[src/rtl/antbl_pkg.sv]
`timescale 1ns / 1ps

package antbl_pkg;

   // Table geometry.
   localparam int TABLE_DEPTH = 16;
   localparam int IDX_W       = (TABLE_DEPTH > 1) ? $clog2(TABLE_DEPTH) : 1;
   localparam int CNT_W       = $clog2(TABLE_DEPTH + 1);
   localparam logic [IDX_W-1:0] LAST_IDX = IDX_W'(TABLE_DEPTH - 1);

   // Field widths.
   localparam int ADDR_W = 32;
   localparam int NCNT_W = 8;
   localparam int TIME_W = 48;
   localparam int OCC_W  = 5;

   // Operation codes.
   localparam logic [2:0] OP_LOOKUP = 3'd0;
   localparam logic [2:0] OP_ADD    = 3'd1;
   localparam logic [2:0] OP_DELETE = 3'd2;
   localparam logic [2:0] OP_UPDATE = 3'd3;
   localparam logic [2:0] OP_SELMAX = 3'd4;

   // Status codes.
   localparam logic [1:0] ST_OK       = 2'd0;
   localparam logic [1:0] ST_NOTFOUND = 2'd1;
   localparam logic [1:0] ST_PRESENT  = 2'd2;
   localparam logic [1:0] ST_FULL     = 2'd3;

   // One stored table entry.
   typedef struct packed {
      logic [ADDR_W-1:0] addr;
      logic [NCNT_W-1:0] cnt;
      logic [TIME_W-1:0] expire;
   } entry_type;

   // Write request toward the entry memory.
   typedef struct packed {
      logic             en;
      logic [IDX_W-1:0] idx;
      entry_type        entry;
   } wr_req_type;

endpackage

[src/rtl/antbl_entry_ram.sv]
`timescale 1ns / 1ps

module antbl_entry_ram
   import antbl_pkg::*;
(
   input  logic             clock,
   input  logic [IDX_W-1:0] rd_idx,
   output entry_type        rd_entry,
   input  wr_req_type       wr_req
);

   entry_type mem_ff [TABLE_DEPTH];
   entry_type rd_entry_ff;

   // Single write port; contents are undefined until written.
   always_ff @(posedge clock) begin
      if (wr_req.en) begin
         mem_ff[wr_req.idx] <= wr_req.entry;
      end
   end

   // Registered read; the data for rd_idx appears on rd_entry in the following cycle.
   always_ff @(posedge clock) begin
      rd_entry_ff <= mem_ff[rd_idx];
   end

   assign rd_entry = rd_entry_ff;

endmodule

[src/rtl/aging_neighbor_table_unit.sv]
`timescale 1ns / 1ps
// Sequence: once start is taken, the entry memory is read once per slot in a linear scan,
// with the read address issued ahead of evaluation; a finishing state then writes back and
// forms the result. A new command is taken only once the block is idle again (busy low).
// Reset: synchronous, active high; clears all valid bits and the entry count. Entry
// memory contents are not cleared. The receiver cannot stall; rsp_valid lasts one cycle.
module aging_neighbor_table_unit
   import antbl_pkg::*;
(
   input  logic              clock,
   input  logic              reset,
   input  logic              start,
   output logic              busy,
   input  logic [2:0]        req_op,
   input  logic [ADDR_W-1:0] req_address,
   input  logic [NCNT_W-1:0] req_neighbor_count,
   input  logic [TIME_W-1:0] req_expire_time,
   input  logic [TIME_W-1:0] req_now,
   output logic              rsp_valid,
   output logic [1:0]        rsp_status,
   output logic [ADDR_W-1:0] rsp_found_address,
   output logic [NCNT_W-1:0] rsp_found_count,
   output logic [TIME_W-1:0] rsp_found_expire,
   output logic [OCC_W-1:0]  rsp_occupancy
);

   localparam logic [1:0] S_IDLE = 2'd0;
   localparam logic [1:0] S_SCAN = 2'd1;
   localparam logic [1:0] S_DONE = 2'd2;

   logic [1:0]             state_ff, state_in;
   logic [2:0]             op_ff;
   logic [ADDR_W-1:0]      key_ff;
   logic [NCNT_W-1:0]      ncnt_ff;
   logic [TIME_W-1:0]      exp_ff;
   logic [TIME_W-1:0]      now_ff;
   logic [IDX_W-1:0]       issue_idx_ff, issue_idx_in;
   logic                   issue_on_ff, issue_on_in;
   logic [IDX_W-1:0]       eval_idx_ff;
   logic                   eval_on_ff;
   logic [TABLE_DEPTH-1:0] valid_ff, valid_in;
   logic [CNT_W-1:0]       total_ff, total_in;
   logic                   sel_found_ff, sel_found_in;
   logic [IDX_W-1:0]       sel_idx_ff, sel_idx_in;
   entry_type              sel_entry_ff, sel_entry_in;
   logic                   free_found_ff, free_found_in;
   logic [IDX_W-1:0]       free_idx_ff, free_idx_in;
   logic                   rsp_valid_ff, rsp_valid_in;
   logic [1:0]             rsp_status_ff, rsp_status_in;
   entry_type              rsp_entry_ff, rsp_entry_in;
   logic [OCC_W-1:0]       rsp_occ_ff, rsp_occ_in;

   entry_type  rd_entry;
   wr_req_type wr_req;
   logic       accept;
   logic       purge_en;
   logic       slot_valid;
   logic       aged;
   logic       live;
   logic       take;
   logic       better;

   assign accept = start && !busy;
   assign busy   = (state_ff != S_IDLE);

   antbl_entry_ram u_ram (
      .clock    (clock),
      .rd_idx   (issue_idx_ff),
      .rd_entry (rd_entry),
      .wr_req   (wr_req)
   );

   // Per-slot evaluation of the entry returned by the memory this cycle.
   always_comb begin
      purge_en   = op_ff inside {OP_LOOKUP, OP_ADD, OP_DELETE, OP_SELMAX};
      slot_valid = valid_ff[eval_idx_ff];
      aged       = eval_on_ff && slot_valid && purge_en && (rd_entry.expire <= now_ff);
      live       = eval_on_ff && slot_valid && !aged;
      better     = (rd_entry.cnt > sel_entry_ff.cnt) ||
                   (sel_found_ff && (rd_entry.cnt == sel_entry_ff.cnt) &&
                    (rd_entry.addr < sel_entry_ff.addr));
      if (op_ff == OP_SELMAX) begin
         take = live && better;
      end else begin
         take = live && !sel_found_ff && (rd_entry.addr == key_ff) &&
                (op_ff inside {OP_LOOKUP, OP_ADD, OP_DELETE, OP_UPDATE});
      end
   end

   // Sequencer, scan bookkeeping, write-back and result formation.
   always_comb begin
      state_in      = state_ff;
      issue_idx_in  = issue_idx_ff;
      issue_on_in   = issue_on_ff;
      valid_in      = valid_ff;
      total_in      = total_ff;
      sel_found_in  = sel_found_ff;
      sel_idx_in    = sel_idx_ff;
      sel_entry_in  = sel_entry_ff;
      free_found_in = free_found_ff;
      free_idx_in   = free_idx_ff;
      rsp_valid_in  = 1'b0;
      rsp_status_in = rsp_status_ff;
      rsp_entry_in  = rsp_entry_ff;
      rsp_occ_in    = rsp_occ_ff;
      wr_req        = '0;

      case (state_ff)
         S_IDLE: begin
            if (accept) begin
               state_in      = S_SCAN;
               issue_idx_in  = '0;
               issue_on_in   = 1'b1;
               sel_found_in  = 1'b0;
               sel_entry_in  = '0;
               free_found_in = 1'b0;
            end
         end
         S_SCAN: begin
            // Address issue leads evaluation: each slot is evaluated in the cycle after its address is issued.
            if (issue_on_ff) begin
               if (issue_idx_ff == LAST_IDX) begin
                  issue_on_in = 1'b0;
               end else begin
                  issue_idx_in = issue_idx_ff + 1'b1;
               end
            end
            if (aged) begin
               valid_in[eval_idx_ff] = 1'b0;
               total_in              = total_ff - 1'b1;
            end
            if (take) begin
               sel_found_in = 1'b1;
               sel_idx_in   = eval_idx_ff;
               sel_entry_in = rd_entry;
            end
            if (eval_on_ff && !live && !free_found_ff) begin
               free_found_in = 1'b1;
               free_idx_in   = eval_idx_ff;
            end
            if (eval_on_ff && (eval_idx_ff == LAST_IDX)) begin
               state_in = S_DONE;
            end
         end
         S_DONE: begin
            state_in      = S_IDLE;
            rsp_valid_in  = 1'b1;
            rsp_status_in = ST_NOTFOUND;
            rsp_entry_in  = '0;
            case (op_ff)
               OP_LOOKUP, OP_SELMAX: begin
                  if (sel_found_ff) begin
                     rsp_status_in = ST_OK;
                     rsp_entry_in  = sel_entry_ff;
                  end
               end
               OP_ADD: begin
                  if (sel_found_ff) begin
                     rsp_status_in = ST_PRESENT;
                  end else if (!free_found_ff) begin
                     rsp_status_in = ST_FULL;
                  end else begin
                     rsp_status_in             = ST_OK;
                     rsp_entry_in.addr         = key_ff;
                     rsp_entry_in.cnt          = ncnt_ff;
                     rsp_entry_in.expire       = exp_ff;
                     wr_req.en                 = 1'b1;
                     wr_req.idx                = free_idx_ff;
                     wr_req.entry              = rsp_entry_in;
                     valid_in[free_idx_ff]     = 1'b1;
                     total_in                  = total_ff + 1'b1;
                  end
               end
               OP_DELETE: begin
                  if (sel_found_ff) begin
                     rsp_status_in        = ST_OK;
                     rsp_entry_in         = sel_entry_ff;
                     valid_in[sel_idx_ff] = 1'b0;
                     total_in             = total_ff - 1'b1;
                  end
               end
               OP_UPDATE: begin
                  if (sel_found_ff) begin
                     rsp_status_in       = ST_OK;
                     rsp_entry_in.addr   = sel_entry_ff.addr;
                     rsp_entry_in.cnt    = ncnt_ff;
                     rsp_entry_in.expire = exp_ff;
                     wr_req.en           = 1'b1;
                     wr_req.idx          = sel_idx_ff;
                     wr_req.entry        = rsp_entry_in;
                  end
               end
               default: begin
                  rsp_status_in = ST_NOTFOUND;
               end
            endcase
            rsp_occ_in = OCC_W'(total_in);
         end
         default: begin
            state_in = S_IDLE;
         end
      endcase
   end

   // Control registers.
   always_ff @(posedge clock) begin
      if (reset) begin
         state_ff     <= S_IDLE;
         issue_on_ff  <= 1'b0;
         eval_on_ff   <= 1'b0;
         valid_ff     <= '0;
         total_ff     <= '0;
         rsp_valid_ff <= 1'b0;
      end else begin
         state_ff     <= state_in;
         issue_on_ff  <= issue_on_in;
         eval_on_ff   <= issue_on_ff;
         valid_ff     <= valid_in;
         total_ff     <= total_in;
         rsp_valid_ff <= rsp_valid_in;
      end
   end

   // Payload and scan bookkeeping registers.
   always_ff @(posedge clock) begin
      if (accept) begin
         op_ff   <= req_op;
         key_ff  <= req_address;
         ncnt_ff <= req_neighbor_count;
         exp_ff  <= req_expire_time;
         now_ff  <= req_now;
      end
      issue_idx_ff  <= issue_idx_in;
      eval_idx_ff   <= issue_idx_ff;
      sel_found_ff  <= sel_found_in;
      sel_idx_ff    <= sel_idx_in;
      sel_entry_ff  <= sel_entry_in;
      free_found_ff <= free_found_in;
      free_idx_ff   <= free_idx_in;
      rsp_status_ff <= rsp_status_in;
      rsp_entry_ff  <= rsp_entry_in;
      rsp_occ_ff    <= rsp_occ_in;
   end

   assign rsp_valid         = rsp_valid_ff;
   assign rsp_status        = rsp_status_ff;
   assign rsp_found_address = rsp_entry_ff.addr;
   assign rsp_found_count   = rsp_entry_ff.cnt;
   assign rsp_found_expire  = rsp_entry_ff.expire;
   assign rsp_occupancy     = rsp_occ_ff;

   // A result beat only follows the finishing cycle.
   assert property (@(posedge clock) disable iff (reset)
      rsp_valid |-> $past(state_ff) == S_DONE)
      else $error("result beat without a finishing cycle");

   // The entry count tracks the valid bits whenever the table is at rest.
   assert property (@(posedge clock) disable iff (reset)
      (state_ff == S_IDLE) |-> (total_ff == CNT_W'($countones(valid_ff))))
      else $error("entry count disagrees with valid bits");

   // Memory data is only evaluated during the scan.
   assert property (@(posedge clock) disable iff (reset)
      eval_on_ff |-> (state_ff == S_SCAN))
      else $error("slot evaluation outside the scan");

   // The finishing cycle always hands back to idle with a result beat on the ports.
   assert property (@(posedge clock) disable iff (reset)
      (state_ff == S_DONE) |=> (state_ff == S_IDLE) && rsp_valid)
      else $error("finishing cycle did not produce a result");

endmodule

[config.mk]
export PLATFORM = sky130hd
export DESIGN_NAME = aging_neighbor_table_unit
export DESIGN_NICKNAME = d
export VERILOG_FILES = /design/src/rtl/antbl_pkg.sv /design/src/rtl/antbl_entry_ram.sv /design/src/rtl/aging_neighbor_table_unit.sv
export SDC_FILE = /design/constraint.sdc
export NUM_CORES = 2
export LEC_CHECK = 0
export CORE_ASPECT_RATIO = 0.6
export CORE_MARGIN = 4
export CORE_UTILIZATION = 63
export DETAILED_ROUTE_END_ITERATION = 10
export DONT_BUFFER_PORTS = 1
export MAX_ROUTING_LAYER = met4
export PLACE_DENSITY_LB_ADDON = 0.08
export REMOVE_ABC_BUFFERS = 1
export SETUP_SLACK_MARGIN = 0.15
export SYNTH_ARGS = -nofsm -noshare
export SYNTH_HDL_FRONTEND = slang
export SYNTH_SLANG_ARGS = --single-unit
export TNS_END_PERCENT = 10
[constraint.sdc]
create_clock -name clock -period 11.8 [get_ports clock]
set_input_delay 0.59 -clock clock [delete_from_list [all_inputs] [get_ports clock]]
set_output_delay 0.59 -clock clock [all_outputs]
set_load 0.05 [all_outputs]
==> impl_results.md <==
* Status: complete, but fails checks
* Failing checks: capacitance limit, slew limit
* Min-delay worst type: in2reg
* Max IR drop VDD at 129 uV
* Cts hold-fix bufs at 140
* Routed len/inst at 32.3 microns
* R2R cell count at 11
* Final core occ at a little under three quarters
* Setup bufs post-CTS at 0
* Root Driver: clkbuf_16
* Critical R2R Launch: now_ff[46]
* Max Cap Violations at 1
* GRT overflow at 0
* Post-cts sizing count at 0
* Vias in the first global route at 35600
* Crit path required time at 12.19 ns
* Ys Warns at 0
* Layout cells sized above 1 at 21.2%
* Worst Tran Pin Value at around 1.5 ns
* Ports at 239
* Fill cell count at around 6600
* Core ar. at 112000 sq um
* Leakage at 22.3 nW
* RSZ-0062 raised after global routing: no
* Class of the most critical setup path: reg2reg
* DR pass1 iterations at 6
* Mapped cell area at 71500 sq um
* Cells after Synth at 3388
* Met1 Use GR at between 40 and 50%
* Crit start category: register
* Post-route ant nets at 0
* M2 GR Usage at 43.7%
* Clock buffer depth at 3
* Final Hold Fails at 0
* Met3 usage at ~5.0%
* Post-Syn Area per Cell at roughly 21 sq um
* CTS tree: done
* Clk slew on worst S/H paths at approximately 0.06 ns
* R2R Setup Slk at 6.36 ns
* CP endpoint kind: register
* Setup Skew at 0.0248 ns
* Routed WL at 169000 microns
* Initial DRC count at 5274
* Seq/Total Area, Yosys at 76.5%
* Relative slew slack at -3.40%
* Largest net degree at the start of global routing at 157
* End of the worst register-to-register path: sel_entry_ff[9]
* CP Max Fanout at slightly below 60
* H-tree levels at 4
* Fin crit share at about 46%
* Drt drc at 0
* Yosys reg bits at between 1500 and 2000
* IO buf count at 0
* CTS sink count at 1862
* Worst Min Path Start: reset
* RePlAce Congestion at 0.949
* Routed vias at around 35000
* First-pass GRT wire length at 247000 microns
* Area Growth Syn to Fin at 11.9%
* Max Slew Vio Count at 5
* DP HPWL at 94400 microns
* EDFF count, synth at 1744
* Max frequency at 0.184 GHz
* Die width at ~440 microns
* Vias per inst at 6.78
* Total Power at between 10 and 15 mW
* Worst-Skew Late Latency at a little under 0.8 ns
* Die area at 119000 sq um
* Gr usage total at between 20% and 30%
* Vert. Die Dim at 269 microns
* TritonCTS Buffers at approximately 160
* Nets@finish at about 3800
* Post-synthesis cell type count at 60
* Initial antenna violation count at 2
* Row cnt at 95
* PwrDens at 162 nW/um^2
* Worst hold path endpoint: valid_ff[8]
* GRT busiest layer: met1
* Synth Flop Type: edfxtp_1
* Async SR Flop Fraction at 0%
* CP arrival at 5.83 ns
* Hold Path Depth at 2
* Min Tclk post-route at between 5 and 6 ns
* Number of setup violations in the final report at 0
* Initial core utilization at between 60 and 70%
-- worst max-delay path: stages, from the launching register on --
cell	delay, ns
edfxtp_1	0.33
inv_1	0.05
ha_1	0.32
nand4_1	0.43
nor4_1	1.07
inv_1	0.09
o2111ai_1	0.42
nand2_1	0.14
nand4_1	0.21
o211a_1	0.32
or2_4	0.63
buf_4	0.96
-- where the power goes --
part / switching, mW / internal (mW)
clock network: 2.30 / 2.89
registers: 0.0562 / 7.21
logic: 0.315 / 0.219
total: 2.67 / 10.3
-- stage by stage --
step                TNS [ns]  instances  cell area, sq um  setup slack (ns)  hold WS [ns]
global placement           0       4782             73400              6.59         0.470
floorplan            -293.91       3218             70900             -3.24         0.458
CTS                        0       5217             80000              6.46        0.0409
global route               0       5218             80000              6.14        0.0858
detailed placement         0       4782             73400              6.52         0.484
finish                     0       5219             80000              6.36         0.111
-- state kept, by name (all words and copies together) (netlist names), 2 cells and up --
register,count
eval_idx_ff,4
key_ff,32
op_ff,3
sel_entry_ff,88
sel_idx_ff,4
rsp_found_count,8
state_ff,2
total_ff,5
free_idx_ff,4
ncnt_ff,8
u_ram.mem_ff,1408
now_ff,48
u_ram.rd_entry,88
rsp_found_address,32
rsp_occupancy,5
rsp_status,2
valid_ff,16
issue_idx_ff,4
rsp_found_expire,48
exp_ff,48
-- per-layer routing --
| metal | up-vias | part of all wire, % | routed length, microns |
|---|---|---|---|
| met3 | 252 | 9.2 | 15600 |
| li1 | 14400 | - | - |
| met4 | 0 | 2.0 | 3450 |
| met2 | 1932 | 47 | 79700 |
| met1 | 18800 | 41 | 70000 |
| met5 | - | 0 | 0 |
-- cells by family after synthesis --
logic type               count (synthesis)  share of synthesized area [%]
AO/OA/AOI/OAI                          275                           2.94
XOR/XNOR                                40                          0.490
adder cells (fa/ha/maj)                 90                           1.57
buffers and inverters                  277                           1.47
flip-flops                            1862                           76.5
multiplexers                           445                           14.0
AND/OR/NAND/NOR                        399                           2.99
-- synthesized netlist by cell type, drive strengths merged, types with 13 or more instances --
| library cell | n | area, sq um |
|---|---|---|
| clkbuf | 126 | 473 |
| a21oi | 51 | 255 |
| o21ai | 25 | 125 |
| mux4 | 445 | 10000 |
| a22o | 90 | 788 |
| nand2 | 36 | 135 |
| and2 | 89 | 557 |
| edfxtp | 1744 | 52400 |
| dfxtp | 118 | 2360 |
| and3 | 60 | 375 |
| a21o | 13 | 97.6 |
| ha | 90 | 1130 |
| xnor2 | 28 | 245 |
| nand4 | 28 | 175 |
| nor2 | 109 | 409 |
| inv | 106 | 398 |
| nand3 | 16 | 85.1 |
| buf | 44 | 178 |
| nor3 | 13 | 65.1 |
| a22oi | 44 | 330 |
-- final cells by class --
cell class,count,area [sq um],area share (%)
diodes,2,5.00,0.00625
clock buffers,226,4630,5.79
clock inverters,69,531,0.663
inverters,107,410,0.513
multi-input cells,1249,15900,19.9
flip-flops and latches,1862,54700,68.4
well taps,1503,1880,2.35
repair buffers,201,1920,2.40
-- how the worst max path moves through the flow --
stage	from	to	slack, ns
global route	now_ff[46]	sel_entry_ff[13]	6.14
finish	now_ff[46]	sel_entry_ff[9]	6.36
global placement	now_ff[46]	sel_entry_ff[9]	6.59
CTS	now_ff[46]	sel_entry_ff[14]	6.46
floorplan	issue_idx_ff[0]	issue_on_ff	-3.24
detailed placement	now_ff[46]	sel_entry_ff[9]	6.52
-- cell usage in the layout (no fill, tap or decap), types with 60 or more instances in the layout --
| master | n |
|---|---|
| clkbuf_16 | 168 |
| mux4_2 | 442 |
| a22o_1 | 90 |
| dlygate4sd3_1 | 139 |
| nor2_1 | 90 |
| dfxtp_1 | 118 |
| ha_1 | 90 |
| and3_1 | 60 |
| and2_1 | 89 |
| inv_1 | 105 |
| edfxtp_1 | 1744 |
Power figures use the tool's default switching activity.
